## config.mk

```make
export PLATFORM = sky130hd
export DESIGN_NAME = srecord_to_intel_hex_unit_flat
export DESIGN_NICKNAME = d
export VERILOG_FILES = /design/src/rtl/core/srec_pkg.sv /design/src/rtl/core/srec_if.sv /design/src/rtl/core/srec_dp.sv /design/src/rtl/core/srec_ctrl.sv /design/src/rtl/core/srecord_to_intel_hex_unit.sv /design/src/flat_wrapper.sv
export SDC_FILE = /design/constraint.sdc
export NUM_CORES = 2
export LEC_CHECK = 0
export ABC_AREA = 1
export BUFFER_PORTS_ARGS = -buffer_cell sky130_fd_sc_hd__buf_4
export CORE_UTILIZATION = 45
export DETAILED_ROUTE_END_ITERATION = 16
export PLACE_DENSITY = 0.57
export SLEW_MARGIN = 20
export SYNTH_ARGS = -nofsm -noshare
export SYNTH_HDL_FRONTEND = slang
export SYNTH_HIERARCHICAL = 1
export SYNTH_SLANG_ARGS = --single-unit
```

## constraint.sdc

```tcl
create_clock -name i_clk -period 23.4 [get_ports i_clk]
set_clock_uncertainty 0.15 [all_clocks]
set_input_delay 3.51 -clock i_clk [delete_from_list [all_inputs] [get_ports i_clk]]
set_output_delay 3.51 -clock i_clk [all_outputs]
set_load 0.1 [all_outputs]
```

## src/rtl/core/srec_pkg.sv

```systemverilog
// Shared types, character codes and helper functions for the S-record to
// Intel HEX converter. No dependencies; every file but srec_if imports this one.
package srec_pkg;

    // Line and request status codes reported in a status beat.
    typedef enum logic [2:0] {
        ST_OK     = 3'd0,
        ST_SHORT  = 3'd1,
        ST_FORMAT = 3'd2,
        ST_UNIMPL = 3'd3,
        ST_XSUM   = 3'd4,
        ST_HALTED = 3'd5,
        ST_BUSY   = 3'd6
    } t_status;

    // Request codes on the input channel.
    localparam logic OP_FEED = 1'b0;
    localparam logic OP_PULL = 1'b1;

    // ASCII characters the converter recognizes or produces.
    localparam logic [7:0] C_LF    = 8'h0A;
    localparam logic [7:0] C_CR    = 8'h0D;
    localparam logic [7:0] C_S     = 8'h53;
    localparam logic [7:0] C_ONE   = 8'h31;
    localparam logic [7:0] C_NINE  = 8'h39;
    localparam logic [7:0] C_COLON = 8'h3A;
    localparam logic [7:0] C_ZERO  = 8'h30;
    localparam logic [7:0] C_F     = 8'h46;

    localparam logic [9:0]  POS_MAX        = 10'd1023;
    localparam logic [9:0]  MIN_LINE_LEN   = 10'd10;
    localparam logic [7:0]  MIN_COUNT      = 8'd3;
    localparam logic [15:0] OFFSET_RESET   = 16'hE000;
    localparam logic [3:0]  EOF_LAST_POS   = 4'd11;

    // Commands from the controller to the datapath.
    typedef struct packed {
        logic       feed;
        logic [7:0] feed_char;
        logic       cr_set;
        logic       cr_clr;
        logic       end_line;
        logic       emit;
    } t_cmd;

    // Status from the datapath to the controller.
    typedef struct packed {
        logic       halted;
        logic       out_pending;
        logic       pending_cr;
        t_status    end_status;
        logic [7:0] out_char;
        logic       out_last;
    } t_dp_stat;

    // One result beat.
    typedef struct packed {
        logic       is_status;
        t_status    status;
        logic [7:0] out_char;
        logic       char_valid;
        logic       last_of_record;
    } t_result;

    // Hex digit value; bit 4 set marks a character that is not a hex digit.
    function automatic logic [4:0] hex_value(input logic [7:0] c);
        logic [4:0] v;
        v = 5'h10;
        if (c >= 8'h30 && c <= 8'h39) v = 5'(c - 8'h30);
        else if (c >= 8'h61 && c <= 8'h66) v = 5'(c - 8'h61 + 8'd10);
        else if (c >= 8'h41 && c <= 8'h46) v = 5'(c - 8'h41 + 8'd10);
        return v;
    endfunction

    // Uppercase ASCII digit for one nibble.
    function automatic logic [7:0] hex_digit(input logic [3:0] n);
        logic [7:0] c;
        c = (n < 4'd10) ? (8'h30 + {4'd0, n}) : (8'h37 + {4'd0, n});
        return c;
    endfunction

    // Characters of the end-of-file record ":00000001FF" before its LF.
    function automatic logic [7:0] eof_char(input logic [3:0] p);
        logic [7:0] c;
        unique case (p)
            4'd0:    c = C_COLON;
            4'd8:    c = C_ONE;
            4'd9,
            4'd10:   c = C_F;
            default: c = C_ZERO;
        endcase
        return c;
    endfunction

endpackage

```

## src/rtl/core/srec_if.sv

```systemverilog
// Valid/ready channel interfaces for the converter's request and result beats.
// Depends on nothing; the top level uses both.
interface srec_in_if;
    logic       valid;
    logic       ready;
    logic       operation;
    logic [7:0] in_char;

    modport source(output valid, output operation, output in_char, input ready);
    modport sink(input valid, input operation, input in_char, output ready);
endinterface

interface srec_out_if;
    logic       valid;
    logic       ready;
    logic       is_status;
    logic [2:0] status;
    logic [7:0] out_char;
    logic       char_valid;
    logic       last_of_record;

    modport source(output valid, output is_status, output status, output out_char,
                   output char_valid, output last_of_record, input ready);
    modport sink(input valid, input is_status, input status, input out_char,
                 input char_valid, input last_of_record, output ready);
endinterface

```

## src/rtl/core/srec_dp.sv

```systemverilog
// Datapath of the converter: line parser, checksum, data memory and the
// Intel HEX character generator. Depends on srec_pkg.
module srec_dp #(
    parameter int DATA_BYTES = 256
) (
    input  logic              i_clk,
    input  logic              i_rst_n,
    input  logic              i_cfg_we,
    input  logic [15:0]       i_cfg_data,
    input  srec_pkg::t_cmd    i_cmd,
    output srec_pkg::t_dp_stat o_stat
);
    import srec_pkg::*;

    localparam int AW = (DATA_BYTES > 1) ? $clog2(DATA_BYTES) : 1;
    localparam logic [8:0] MAX_N = 9'(DATA_BYTES);

    logic [15:0] r_offset;
    logic [9:0]  r_char_pos, n_char_pos;
    logic [7:0]  r_rec_type, n_rec_type;
    logic [7:0]  r_byte_count, n_byte_count;
    logic [15:0] r_load_addr, n_load_addr;
    logic [7:0]  r_sum, n_sum;
    logic [3:0]  r_hi, n_hi;
    t_status     r_line_err, n_line_err;
    logic        r_pending_cr, n_pending_cr;
    logic        r_halted, n_halted;
    logic        r_out_pending, n_out_pending;
    logic [9:0]  r_out_pos, n_out_pos;
    logic [7:0]  r_out_sum, n_out_sum;

    logic [7:0]    mem [DATA_BYTES];
    logic [7:0]    r_rd_data;
    logic          mem_we;
    logic [AW-1:0] mem_waddr;
    logic [7:0]    mem_wdata;
    logic [AW-1:0] mem_raddr;

    t_status     end_st;
    logic [7:0]  gen_char;
    logic        gen_last;

    // Status a line would end with, lowest position first.
    always_comb begin
        logic [9:0] need;
        need = {1'b0, r_byte_count, 1'b0};
        if (r_char_pos < MIN_LINE_LEN) end_st = ST_SHORT;
        else if (r_line_err != ST_OK) end_st = r_line_err;
        else if (r_rec_type == C_ONE && r_char_pos < need + 10'd2) end_st = ST_FORMAT;
        else if (r_rec_type == C_ONE && r_char_pos < need + 10'd4) end_st = ST_XSUM;
        else end_st = ST_OK;
    end

    // Memory read follows the output position; the read data is registered.
    assign mem_raddr = AW'((r_out_pos - 10'd9) >> 1);

    // Next output character of the pending record.
    always_comb begin
        logic       has_data;
        logic [7:0] n;
        logic [7:0] cs;
        logic [9:0] p;
        logic [9:0] data_end;
        p         = r_out_pos;
        has_data  = (r_rec_type == C_ONE) && (r_byte_count > MIN_COUNT);
        n         = r_byte_count - MIN_COUNT;
        data_end  = 10'd9 + {1'b0, n, 1'b0};
        cs        = 8'd0 - r_out_sum;
        gen_last  = 1'b0;
        n_out_sum = r_out_sum;
        if (!has_data) begin
            if (p >= {6'd0, EOF_LAST_POS}) begin
                gen_char = C_LF;
                gen_last = 1'b1;
            end else begin
                gen_char = eof_char(p[3:0]);
            end
        end else if (p == 10'd0) begin
            gen_char = C_COLON;
        end else if (p == 10'd1) begin
            gen_char = hex_digit(n[7:4]);
        end else if (p == 10'd2) begin
            n_out_sum = r_out_sum + n;
            gen_char  = hex_digit(n[3:0]);
        end else if (p == 10'd3) begin
            gen_char = hex_digit(r_load_addr[15:12]);
        end else if (p == 10'd4) begin
            n_out_sum = r_out_sum + r_load_addr[15:8];
            gen_char  = hex_digit(r_load_addr[11:8]);
        end else if (p == 10'd5) begin
            gen_char = hex_digit(r_load_addr[7:4]);
        end else if (p == 10'd6) begin
            n_out_sum = r_out_sum + r_load_addr[7:0];
            gen_char  = hex_digit(r_load_addr[3:0]);
        end else if (p < 10'd9) begin
            gen_char = C_ZERO;
        end else if (p < data_end) begin
            if (!p[0]) begin
                n_out_sum = r_out_sum + r_rd_data;
                gen_char  = hex_digit(r_rd_data[3:0]);
            end else begin
                gen_char = hex_digit(r_rd_data[7:4]);
            end
        end else if (p == data_end) begin
            gen_char = hex_digit(cs[7:4]);
        end else if (p == data_end + 10'd1) begin
            gen_char = hex_digit(cs[3:0]);
        end else begin
            gen_char = C_LF;
            gen_last = 1'b1;
        end
    end

    // Next state of the line parser and output generator.
    always_comb begin
        logic [9:0] p;
        logic [4:0] hv;
        logic [7:0] b;
        logic [7:0] n;
        logic [9:0] data_end;
        logic [7:0] c;
        c            = i_cmd.feed_char;
        p            = r_char_pos;
        hv           = hex_value(c);
        b            = {r_hi, hv[3:0]};
        n            = r_byte_count - MIN_COUNT;
        data_end     = 10'd8 + {1'b0, n, 1'b0};
        n_char_pos   = r_char_pos;
        n_rec_type   = r_rec_type;
        n_byte_count = r_byte_count;
        n_load_addr  = r_load_addr;
        n_sum        = r_sum;
        n_hi         = r_hi;
        n_line_err   = r_line_err;
        n_pending_cr = r_pending_cr;
        n_halted     = r_halted;
        n_out_pending = r_out_pending;
        n_out_pos    = r_out_pos;
        mem_we       = 1'b0;
        mem_waddr    = AW'((p - 10'd8) >> 1);
        mem_wdata    = b;

        if (i_cmd.cr_set) n_pending_cr = 1'b1;
        if (i_cmd.cr_clr) n_pending_cr = 1'b0;

        // One line character.
        if (i_cmd.feed) begin
            if (p < POS_MAX) n_char_pos = p + 10'd1;
            if (r_line_err == ST_OK) begin
                if (p == 10'd0) begin
                    if (c != C_S) n_line_err = ST_FORMAT;
                end else if (p == 10'd1) begin
                    n_rec_type = c;
                    if (c != C_ONE && c != C_NINE) n_line_err = ST_UNIMPL;
                end else if (p < 10'd8) begin
                    if (hv[4]) begin
                        n_line_err = ST_FORMAT;
                    end else if (!p[0]) begin
                        n_hi = hv[3:0];
                    end else begin
                        n_sum = r_sum + b;
                        if (p == 10'd3) begin
                            n_byte_count = b;
                            if (b < MIN_COUNT) n_line_err = ST_FORMAT;
                            else if (r_rec_type == C_ONE && {1'b0, b - MIN_COUNT} > MAX_N)
                                n_line_err = ST_FORMAT;
                        end else if (p == 10'd5) begin
                            n_load_addr[15:8] = b;
                        end else begin
                            n_load_addr[7:0] = b;
                        end
                    end
                end else if (r_rec_type == C_ONE && r_byte_count >= MIN_COUNT) begin
                    if (p < data_end) begin
                        if (hv[4]) begin
                            n_line_err = ST_FORMAT;
                        end else if (!p[0]) begin
                            n_hi = hv[3:0];
                        end else begin
                            n_sum  = r_sum + b;
                            mem_we = 1'b1;
                        end
                    end else if (p == data_end) begin
                        if (hv[4]) n_line_err = ST_XSUM;
                        else n_hi = hv[3:0];
                    end else if (p == data_end + 10'd1) begin
                        if (hv[4] || ~r_sum != b) n_line_err = ST_XSUM;
                    end
                end
            end
        end

        // End of line: publish the record or halt.
        if (i_cmd.end_line) begin
            if (end_st == ST_OK) begin
                if (r_rec_type == C_ONE) n_load_addr = r_load_addr - r_offset;
                n_out_pending = 1'b1;
                n_out_pos     = 10'd0;
            end else begin
                n_halted = 1'b1;
            end
            n_char_pos   = 10'd0;
            n_line_err   = ST_OK;
            n_sum        = 8'd0;
            n_hi         = 4'd0;
            n_pending_cr = 1'b0;
        end

        // One output character leaves.
        if (i_cmd.emit) begin
            n_out_pos = r_out_pos + 10'd1;
            if (gen_last) n_out_pending = 1'b0;
        end
    end

    // Parser, generator and configuration registers.
    always_ff @(posedge i_clk) begin
        if (!i_rst_n) begin
            r_offset      <= OFFSET_RESET;
            r_char_pos    <= '0;
            r_rec_type    <= '0;
            r_byte_count  <= '0;
            r_load_addr   <= '0;
            r_sum         <= '0;
            r_hi          <= '0;
            r_line_err    <= ST_OK;
            r_pending_cr  <= 1'b0;
            r_halted      <= 1'b0;
            r_out_pending <= 1'b0;
            r_out_pos     <= '0;
            r_out_sum     <= '0;
        end else begin
            if (i_cfg_we) r_offset <= i_cfg_data;
            r_char_pos    <= n_char_pos;
            r_rec_type    <= n_rec_type;
            r_byte_count  <= n_byte_count;
            r_load_addr   <= n_load_addr;
            r_sum         <= n_sum;
            r_hi          <= n_hi;
            r_line_err    <= n_line_err;
            r_pending_cr  <= n_pending_cr;
            r_halted      <= n_halted;
            r_out_pending <= n_out_pending;
            r_out_pos     <= n_out_pos;
            if (i_cmd.end_line) r_out_sum <= 8'd0;
            else if (i_cmd.emit) r_out_sum <= n_out_sum;
        end
    end

    // Data byte memory: one write port, one registered read port.
    always_ff @(posedge i_clk) begin
        if (mem_we) mem[mem_waddr] <= mem_wdata;
        r_rd_data <= mem[mem_raddr];
    end

    assign o_stat.halted      = r_halted;
    assign o_stat.out_pending = r_out_pending;
    assign o_stat.pending_cr  = r_pending_cr;
    assign o_stat.end_status  = end_st;
    assign o_stat.out_char    = gen_char;
    assign o_stat.out_last    = gen_last;

endmodule

```

## src/rtl/core/srec_ctrl.sv

```systemverilog
// Controller of the converter: request decode, sequencing and the result
// beat register. Depends on srec_pkg.
module srec_ctrl (
    input  logic                i_clk,
    input  logic                i_rst_n,
    input  logic                i_in_valid,
    output logic                o_in_ready,
    input  logic                i_operation,
    input  logic [7:0]          i_in_char,
    output logic                o_out_valid,
    input  logic                i_out_ready,
    output srec_pkg::t_result   o_result,
    output srec_pkg::t_cmd      o_cmd,
    input  srec_pkg::t_dp_stat  i_stat
);
    import srec_pkg::*;

    typedef enum logic [1:0] {
        S_IDLE,
        S_FEED2,
        S_PULL
    } t_state;

    t_state     r_state;
    logic [7:0] r_held;
    logic       r_out_valid;
    t_result    r_out;
    logic       accept;

    assign o_in_ready = (r_state == S_IDLE) && !r_out_valid;
    assign accept     = i_in_valid && o_in_ready;

    // Datapath commands for the current cycle.
    always_comb begin
        o_cmd           = '0;
        o_cmd.feed_char = i_in_char;
        unique case (r_state)
            S_IDLE: begin
                if (accept && i_operation == OP_FEED && !i_stat.halted
                    && !i_stat.out_pending) begin
                    if (i_in_char == C_LF) begin
                        o_cmd.end_line = 1'b1;
                    end else if (i_stat.pending_cr) begin
                        // The held CR turns out to be an ordinary character.
                        o_cmd.feed      = 1'b1;
                        o_cmd.feed_char = C_CR;
                        o_cmd.cr_clr    = (i_in_char != C_CR);
                    end else if (i_in_char == C_CR) begin
                        o_cmd.cr_set = 1'b1;
                    end else begin
                        o_cmd.feed = 1'b1;
                    end
                end
            end
            S_FEED2: begin
                o_cmd.feed      = 1'b1;
                o_cmd.feed_char = r_held;
            end
            S_PULL: begin
                o_cmd.emit = 1'b1;
            end
            default: o_cmd = '0;
        endcase
    end

    // State and result beat register.
    always_ff @(posedge i_clk) begin
        if (!i_rst_n) begin
            r_state     <= S_IDLE;
            r_out_valid <= 1'b0;
            r_held      <= '0;
            r_out       <= '0;
        end else begin
            if (r_out_valid && i_out_ready) r_out_valid <= 1'b0;
            unique case (r_state)
                S_IDLE: begin
                    if (accept) begin
                        r_out  <= '0;
                        r_held <= i_in_char;
                        if (i_operation == OP_PULL) begin
                            if (i_stat.out_pending) begin
                                r_state <= S_PULL;
                            end else begin
                                r_out_valid <= 1'b1;
                            end
                        end else if (i_stat.halted) begin
                            r_out_valid      <= 1'b1;
                            r_out.is_status  <= 1'b1;
                            r_out.status     <= ST_HALTED;
                        end else if (i_stat.out_pending) begin
                            r_out_valid      <= 1'b1;
                            r_out.is_status  <= 1'b1;
                            r_out.status     <= ST_BUSY;
                        end else if (i_in_char == C_LF) begin
                            r_out_valid      <= 1'b1;
                            r_out.is_status  <= 1'b1;
                            r_out.status     <= i_stat.end_status;
                        end else if (i_stat.pending_cr && i_in_char != C_CR) begin
                            r_state <= S_FEED2;
                        end
                    end
                end
                S_FEED2: begin
                    r_state <= S_IDLE;
                end
                S_PULL: begin
                    r_out_valid          <= 1'b1;
                    r_out.is_status      <= 1'b0;
                    r_out.status         <= ST_OK;
                    r_out.out_char       <= i_stat.out_char;
                    r_out.char_valid     <= 1'b1;
                    r_out.last_of_record <= i_stat.out_last;
                    r_state              <= S_IDLE;
                end
                default: r_state <= S_IDLE;
            endcase
        end
    end

    assign o_out_valid = r_out_valid;
    assign o_result    = r_out;

endmodule

```

## src/rtl/core/srecord_to_intel_hex_unit.sv

```systemverilog
// Top level of the S-record to Intel HEX converter.
// Depends on srec_pkg, srec_if, srec_ctrl and srec_dp.
//
// Requests arrive as beats on i_in: operation 0 feeds one S-record character,
// operation 1 pulls the next Intel HEX character. Results leave as beats on
// o_out, at most one per request. A feed of LF returns the line status; a
// feed while halted or while a record is pending returns halted or busy;
// other feeds return nothing. A pull always returns one beat, with
// char_valid 0 when no record is pending.
// Timing: an ordinary feed reaches the datapath in the cycle it is accepted;
// a feed that releases a held CR feeds the CR, then its own character in
// S_FEED2. A status beat appears in the cycle after its request; a pulled
// character passes S_PULL, which waits for the registered read of the data
// byte memory, then the result register. A new request is taken only once
// the previous result beat has left, so ordinary feeds go one per cycle.
// Reset clears all control state, sets address_offset to 0xE000 and leaves
// the data memory unwritten. When the receiver stalls, the result beat holds
// and i_in.ready stays low until it is taken. The user writes address_offset
// via i_cfg_we / i_cfg_data only while idle; the block does not enforce it.
module srecord_to_intel_hex_unit #(
    parameter int DATA_BYTES = 256
) (
    input  logic        i_clk,
    input  logic        i_rst_n,
    srec_in_if.sink     i_in,
    srec_out_if.source  o_out,
    input  logic        i_cfg_we,
    input  logic [15:0] i_cfg_data
);
    import srec_pkg::*;

    t_cmd     cmd;
    t_dp_stat stat;
    t_result  result;
    logic     out_valid;

    // Sequencing and result register.
    srec_ctrl u_ctrl (
        .i_clk       (i_clk),
        .i_rst_n     (i_rst_n),
        .i_in_valid  (i_in.valid),
        .o_in_ready  (i_in.ready),
        .i_operation (i_in.operation),
        .i_in_char   (i_in.in_char),
        .o_out_valid (out_valid),
        .i_out_ready (o_out.ready),
        .o_result    (result),
        .o_cmd       (cmd),
        .i_stat      (stat)
    );

    // Parser, memory and character generator.
    srec_dp #(
        .DATA_BYTES (DATA_BYTES)
    ) u_dp (
        .i_clk      (i_clk),
        .i_rst_n    (i_rst_n),
        .i_cfg_we   (i_cfg_we),
        .i_cfg_data (i_cfg_data),
        .i_cmd      (cmd),
        .o_stat     (stat)
    );

    assign o_out.valid          = out_valid;
    assign o_out.is_status      = result.is_status;
    assign o_out.status         = result.status;
    assign o_out.out_char       = result.out_char;
    assign o_out.char_valid     = result.char_valid;
    assign o_out.last_of_record = result.last_of_record;

    // A request is never taken while a result beat waits.
    a_ready_only_when_empty: assert property (@(posedge i_clk) disable iff (!i_rst_n)
        i_in.ready |-> !o_out.valid)
        else $error("request taken while a result beat waits");

    // A status beat carries no character.
    a_status_no_char: assert property (@(posedge i_clk) disable iff (!i_rst_n)
        (o_out.valid && o_out.is_status) |-> (!o_out.char_valid && o_out.out_char == 8'd0))
        else $error("status beat carries a character");

    // The end of a record is a valid LF character.
    a_last_is_lf: assert property (@(posedge i_clk) disable iff (!i_rst_n)
        (o_out.valid && o_out.last_of_record) |-> (o_out.char_valid && o_out.out_char == C_LF))
        else $error("record end is not a valid LF");

endmodule

```

## src/flat_wrapper.sv

```systemverilog
// flat-port wrapper written by rule: the top's interface ports become plain ports
module srecord_to_intel_hex_unit_flat import srec_pkg::*;
#(
    parameter int DATA_BYTES = 256
)
  (i_clk, i_rst_n, i_cfg_we, i_cfg_data, i_in_valid, i_in_operation, i_in_in_char, i_in_ready, o_out_valid, o_out_is_status, o_out_status, o_out_out_char, o_out_char_valid, o_out_last_of_record, o_out_ready);
  srec_in_if i_in_i ();
  srec_out_if o_out_i ();
  input  logic i_clk;
  input  logic i_rst_n;
  input  logic i_cfg_we;
  input  logic [15:0] i_cfg_data;
  input wire logic [$bits(i_in_i.valid)-1:0] i_in_valid;
  input wire logic [$bits(i_in_i.operation)-1:0] i_in_operation;
  input wire logic [$bits(i_in_i.in_char)-1:0] i_in_in_char;
  output wire logic [$bits(i_in_i.ready)-1:0] i_in_ready;
  output wire logic [$bits(o_out_i.valid)-1:0] o_out_valid;
  output wire logic [$bits(o_out_i.is_status)-1:0] o_out_is_status;
  output wire logic [$bits(o_out_i.status)-1:0] o_out_status;
  output wire logic [$bits(o_out_i.out_char)-1:0] o_out_out_char;
  output wire logic [$bits(o_out_i.char_valid)-1:0] o_out_char_valid;
  output wire logic [$bits(o_out_i.last_of_record)-1:0] o_out_last_of_record;
  input wire logic [$bits(o_out_i.ready)-1:0] o_out_ready;
  assign i_in_i.valid = i_in_valid;
  assign i_in_i.operation = i_in_operation;
  assign i_in_i.in_char = i_in_in_char;
  assign i_in_ready = i_in_i.ready;
  assign o_out_valid = o_out_i.valid;
  assign o_out_is_status = o_out_i.is_status;
  assign o_out_status = o_out_i.status;
  assign o_out_out_char = o_out_i.out_char;
  assign o_out_char_valid = o_out_i.char_valid;
  assign o_out_last_of_record = o_out_i.last_of_record;
  assign o_out_i.ready = o_out_ready;
  srecord_to_intel_hex_unit #(.DATA_BYTES(DATA_BYTES)) u_core (.i_clk(i_clk), .i_rst_n(i_rst_n), .i_in(i_in_i), .o_out(o_out_i), .i_cfg_we(i_cfg_we), .i_cfg_data(i_cfg_data));
endmodule
```

# ---- Word level (Yosys, flattened, before mapping)
# Memories as Yosys holds them, arrays and structs flattened. A register that Yosys moved wholly into a read port is not among the register bits.
# Index checks and enable logic that the tools add are counted.
dict set report op_classes {
  n_addsub 44
  multipliers 0
  div_mod_pow 0
  order_cmp 29
  n_eq_ne 43
  shift 0
  n_mux 145
  n_bitwise 9
  n_reduce_logical 54
}
# cell n
set op_table {}
lappend op_table {{8-bit two-way mux} 26}
lappend op_table {{16-bit two-way mux} 11}
lappend op_table {{6-bit by 4-bit adder with 7-bit output, first input constant} 20}
lappend op_table {{7-bit two-way mux} 14}
lappend op_table {{3-bit two-way mux} 22}
lappend op_table {{4-bit two-way mux} 11}
lappend op_table {{1-bit two-way mux} 42}
lappend op_table {{10-bit by 1-bit adder with 10-bit output, second input constant} 4}
lappend op_table {{8-bit adder} 5}
lappend op_table {{10-bit equality test} 4}
lappend op_table {{10-bit by 3-bit equality test with 1-bit output, second input constant} 4}
lappend op_table {{10-bit less-than comparator} 4}
lappend op_table {{4-bit less-than comparator, second input constant} 10}
lappend op_table {{10-bit by 2-bit equality test with 1-bit output, second input constant} 3}
lappend op_table {{10-bit by 4-bit less-than comparator with 1-bit output, second input constant} 3}
lappend op_table {{10-bit two-way mux} 3}
lappend op_table {{14-bit case mux with 2 select lines} 1}
lappend op_table {{9-bit case mux with 3 select lines} 1}
lappend op_table {{7-bit case mux with 3 select lines} 1}
lappend op_table {{4-bit by 9-bit adder with 10-bit output, first input constant} 2}
lappend op_table {{10-bit by 1-bit equality test with 1-bit output, second input constant} 2}
lappend op_table {{10-bit zero test} 2}
lappend op_table {{9-bit by 4-bit subtractor with 9-bit output, second input constant} 2}
lappend op_table {{8-bit by 4-bit equality test with 1-bit output, second input constant} 2}
lappend op_table {{63 further kinds} 125}
dict set report word_totals {
  ff_bits 119
  latch_bits 0
  ram_bits 2048
  romBits 0
  input_bits 30
  out_inout_bits 16
  elab_cells 346
  n_memories 1
}
# memory depth word_bits read_ports rd_clocked_by_memory_dff write_ports line
set mem_list {}
lappend mem_list {u_core.u_dp.mem 256 8 1 1 1 srec_dp.sv:32} ;# logic [7:0] mem [DATA_BYTES];

# ---- Longest topological paths before layout
dict set report depth {
  ltp_word 25
  depth_mapped 38
  mapped_depth_nobuf 38
}

# ---- By module
# Netlist, hierarchy kept.
# module n_inst cells_per_inst area_per_inst_um2 seq_area_each_um2
set modules_own_cells {}
lappend modules_own_cells {srec_dp 1 7924 91288.8 63540.9}
lappend modules_own_cells {srec_ctrl 1 222 1398.8 500.5}

# ---- Worst setup path after synthesis
# OpenSTA, ideal clock, no wires.
dict set report synth_timing {
  path_kind {input to register}
  start {in i_in_operation}
  end {reg u_core.u_dp.r_sum[6]}
  setup_time_ns 0.086
  t_arrival_ns 17.566
  required_time_ns 23.164
  setup_slack_ns 5.598
  cell_stages 23
  path_buffers 0
  path_cell_list {inv_1 > nand4_2 > nor2_4 > nand2_1 > nand2_1 > nand2_1 > nand2_1 > inv_1 > ha_1 > inv_1 > nor3_1 > nor4_2 > inv_1 > o21ai_0 > ha_1 > fa_1 > a21oi_1 > o21bai_1 > a21oi_1 > nor2_1 > nor2_1 > xor2_1 > a211oi_1}
}
# element line
set synth_lines {}
lappend synth_lines {{start, declared} flat_wrapper.sv:14} ;# input wire logic [$bits(i_in_i.operation)-1:0] i_in_operation;
lappend synth_lines {{end signal, assigned} srec_dp.sv:238} ;# r_sum <= n_sum;
lappend synth_lines {{end, declared} srec_dp.sv:23} ;# logic [7:0] r_sum, n_sum;

==> impl_metrics.json <==
{
  "synthArstFlopShare": 0,
  "p_sw_mw": 1.560,
  "multi_input_area_sq_mm": 0.02564,
  "gp_congestion": 0.9304,
  "clk_pin_slew_ps": 60,
  "ys_types": 61,
  "drt_wl_total_microns": 274400,
  "firstDrtPassIters": 8,
  "yosysWarningCount": 6,
  "hold_depth": 2,
  "synth_edf_count": 2048,
  "seq_area_frac_synth": 0.6909,
  "io_pins": 46,
  "n_fill_cell": 17893,
  "r2r_start": "u_core/u_dp/r_out_pos[0]$_SDFFE_PN0P_",
  "ys_seq_elements": 2175,
  "grt_max_degree": 224,
  "syn-num-nets": 8271,
  "startpoint_type": "input pin",
  "p_clk_frac": 0.446,
  "post_cts_resized": 0,
  "viasPerCell": 5.857,
  "coreArea_sq_mm": 0.2046,
  "period_needed_ps": 9053,
  "reg2reg_to": "u_core/u_dp/r_rd_data[5]$_DFF_P_",
  "worstPathRequired_ps": 23760,
  "first_global_vias": 60859,
  "startpoint": "i_in_operation",
  "die-area_sq_mm": 0.2078,
  "path_common_cell": "nand2_1",
  "endpoint_kind": "flip-flop",
  "insertion_delay_ps": 870,
  "finalSetupTns_ps": 0,
  "slew_headroom": 0.1796,
  "arrival_ps": 9420,
  "post_cts_buffers": 0,
  "timing.final.ws_setup_ps": 14350,
  "hold_end": "u_core/u_dp/r_rec_type[4]$_SDFFE_PN0P_",
  "cts_root_buffer": "clkbuf_16",
  "h-tree-depth": 4,
  "cp_top_family": "buffers and inverters",
  "worstMarginPinSlew_ps": 1227,
  "min_path_type": "flip-flop to flip-flop",
  "grt_overflow": 0,
  "p_comb_frac": 0.012,
  "drc": 0,
  "cts_hold_repair.buffers": 0,
  "cap_viol_max_count": 0,
  "drv_slew": 0,
  "p_sw_frac": 0.2005,
  "clockBufferDepth": 3,
  "dp_slack_ps": 13500,
  "hp-start": "u_core/u_dp/r_rec_type[4]$_SDFFE_PN0P_",
  "fmax_mhz": 110.5,
  "cp_slowest_stage_delay_ps": 890,
  "crit_type": "input pin to flip-flop",
  "antenna_found_initial": 15,
  "leakagePower_nw": 35.88,
  "grtUsageTotal": 0.2598,
  "finish.net_count": 8115,
  "hpwl_microns": 161200,
  "vias": 63606,
  "wire_per_inst_microns": 25.27,
  "drtIter0Drc": 7250,
  "ys.flop_type": "edfxtp_1",
  "p_int_mw": 6.223,
  "powerDensity_mw_per_mm2": 76.04,
  "cp_max_fo": 81,
  "worst-path-buf-inv": 8,
  "synth_area_sq_mm": 0.09269,
  "grt_pass1_wl_microns": 402100,
  "yosys.area.top_type": "edfxtp_1",
  "cts-buffers-inserted": 218,
  "finalSetupViolCount": 0,
  "rows": 166,
  "synth_top_area_frac": 0.6635,
  "cts_tree": "done",
  "holdWs_ps": 298.6,
  "crit_chain": "buf_4, inv_1, nand4_2, nor2_4, nand2_1, nand2_1, nand2_1, nand2_1, inv_1, ha_1, inv_1, o21ai_0, o21ai_0, nand2_1, nand2_1, nand2_1, inv_8, buf_4, buf_4, buf_4",
  "rr_worst_depth": 19,
  "status": "finished clean",
  "drive_above_1_share": 0.06652,
  "crit_path_top_delay_cell": "buf_4",
  "rrSetupSlack_ps": 16490,
  "synth_area_per_cell_sq_um": 11.38,
  "rsz0062_at_grt": "false",
  "portBuffers": 45,
  "area_growth_pct": 10.43,
  "syn-instance-count": 8146,
  "synth.area.top_cells": "edfxtp_1 (66%), nand2_1 (10%), a21oi_1 (4.1%)",
  "p_seq_frac": 0.543,
  "peakVddDrop_mv": 0.06455,
  "die_x_microns": 455.8,
  "start_util": 0.4531,
  "fp.dieH_microns": 455.8,
  "seq_area_sq_mm": 0.06406,
  "clock-sinks": 2175,
  "finalHoldViolCount": 0,
  "min_period_over_period": 0.3869,
  "ant_nets": 0
}
## registers in the layout, summed over array words and instances (netlist names), 8 cells and up
register / flops
u_core/u_dp/r_byte_count: 8
u_core/u_dp/r_load_addr: 16
u_core/u_dp/r_out_sum: 8
u_core/u_ctrl/r_held: 8
u_core/u_dp/r_out_pos: 10
u_core/u_dp/r_sum: 8
u_core/u_dp/mem: 2048
u_core/u_dp/r_rd_data: 8
u_core/u_dp/r_rec_type: 8
u_core/u_ctrl/o_result: 14
u_core/u_dp/r_char_pos: 10
u_core/u_dp/r_offset: 16
## through the flow
stage	area, sq um	cells	power (mW)	util
finish	102400	10859	7.783	0.5003
global placement	95270	10458	4.396	0.4657
floorplan	92690	8146	4.359	-
detailed placement	95270	10458	4.396	0.4657
global route	102300	10853	7.981	0.5003
CTS	102300	10851	7.835	0.5001
## final cells by class
cell class | instances | share of cell area
Sequential cell | 2175 | 0.6258
Multi-Input combinational cell | 5185 | 0.2505
Clock buffer | 258 | 0.05528
Tap cell | 2688 | 0.03286
Clock inverter | 135 | 0.01354
Timing Repair Buffer | 141 | 0.01169
Inverter | 269 | 0.01018
Antenna cell | 8 | 0.0001956
## worst max-delay path by stage
stage / slack, ps / end / depth (start not counted)
after floorplan: 5600 / u_core/u_dp/r_sum[6]$_SDFFE_PP0P_ / 23
after global placement: 13490 / u_core/u_dp/mem[6][2]$_DFFE_PP_ / 20
after detailed placement: 13500 / u_core/u_dp/mem[17][2]$_DFFE_PP_ / 20
after CTS: 14420 / u_core/u_dp/mem[2][2]$_DFFE_PP_ / 20
after global routing: 14050 / u_core/u_dp/mem[2][2]$_DFFE_PP_ / 20
final: 14350 / u_core/u_dp/mem[2][2]$_DFFE_PP_ / 20
## cells in the final DEF, fill, tap and decap left out, drive strengths merged, types with 5 or more instances in the layout
cell type / n
o31ai: 130
buf: 141
a221oi: 27
o21bai: 5
clkinv: 101
xnor2: 18
or2: 5
clkinvlp: 7
xor2: 29
edfxtp: 2048
nor4: 9
clkbuf: 258
o21ai: 226
a211oi: 19
a311oi: 281
diode: 8
inv: 272
nand4: 22
a21oi: 762
nand2: 2514
nor3: 141
o22ai: 12
nor2: 444
o211ai: 12
o32ai: 64
nand3: 239
a31oi: 110
bufinv: 24
dfxtp: 127
ha: 92
## Yosys cell counts (all sizes together) (19+ instances only)
cell type and count:
a211oi 19, a21oi 762, a221oi 27, a311oi 281, a31oi 110, buf 200, clkbuf 317, dfxtp 127
edfxtp 2048, ha 92, inv 263, nand2 2514, nand3 239, nand4 22, nor2 444, nor3 141
o21ai 226, o31ai 130, o32ai 64, xor2 29
## per-layer routing
metal / up-vias / GRT usage / wire length [microns]
met5: - / 0 / 0
met4: 0 / 0.09627 / 9527
met3: 452 / 0.04505 / 23690
met2: 2795 / 0.4041 / 125400
met1: 31342 / 0.3654 / 115800
li1: 29017 / - / -
## logic make-up (layout without fill, tap and decap cells)
family	count (synthesis)	after routing	share of synthesized area
DFF	2175	2175	0.6909
adders and majority gates	95	95	0.01307
buffers and inverters	786	803	0.03461
xor gates and xnor gates	47	47	0.004522
and+or+nand+nor	3380	3380	0.1453
other	1	9	0.00004046
AOI/OAI and AO/OA	1662	1662	0.1116
## worst register-to-register path, cell delays in order (launching register included)
cell and delay (ps):
dfxtp_1 560, inv_2 210, nand3_1 120, inv_1 50, nand2_1 150, nand2_8 370
inv_8 750, buf_12 700, buf_4 910, buf_4 720, nand2_1 210, nand2_1 100
a21oi_1 60, a311oi_1 240, o21ai_0 180, o32ai_1 490, nand2_1 340, nand3_1 290
nand3_1 110, nand2_1 140
## power groups by stage
stage | sequential, mW | combinational [mW] | clock [mW]
floorplan | 4.32 | 0.0409 | 0
global placement | 4.31 | 0.0902 | 0
detailed placement | 4.31 | 0.0897 | 0
CTS | 4.22 | 0.0900 | 3.52
global route | 4.22 | 0.0965 | 3.66
finish | 4.22 | 0.0897 | 3.47
No activity file was read; power rests on OpenSTA's default activity.
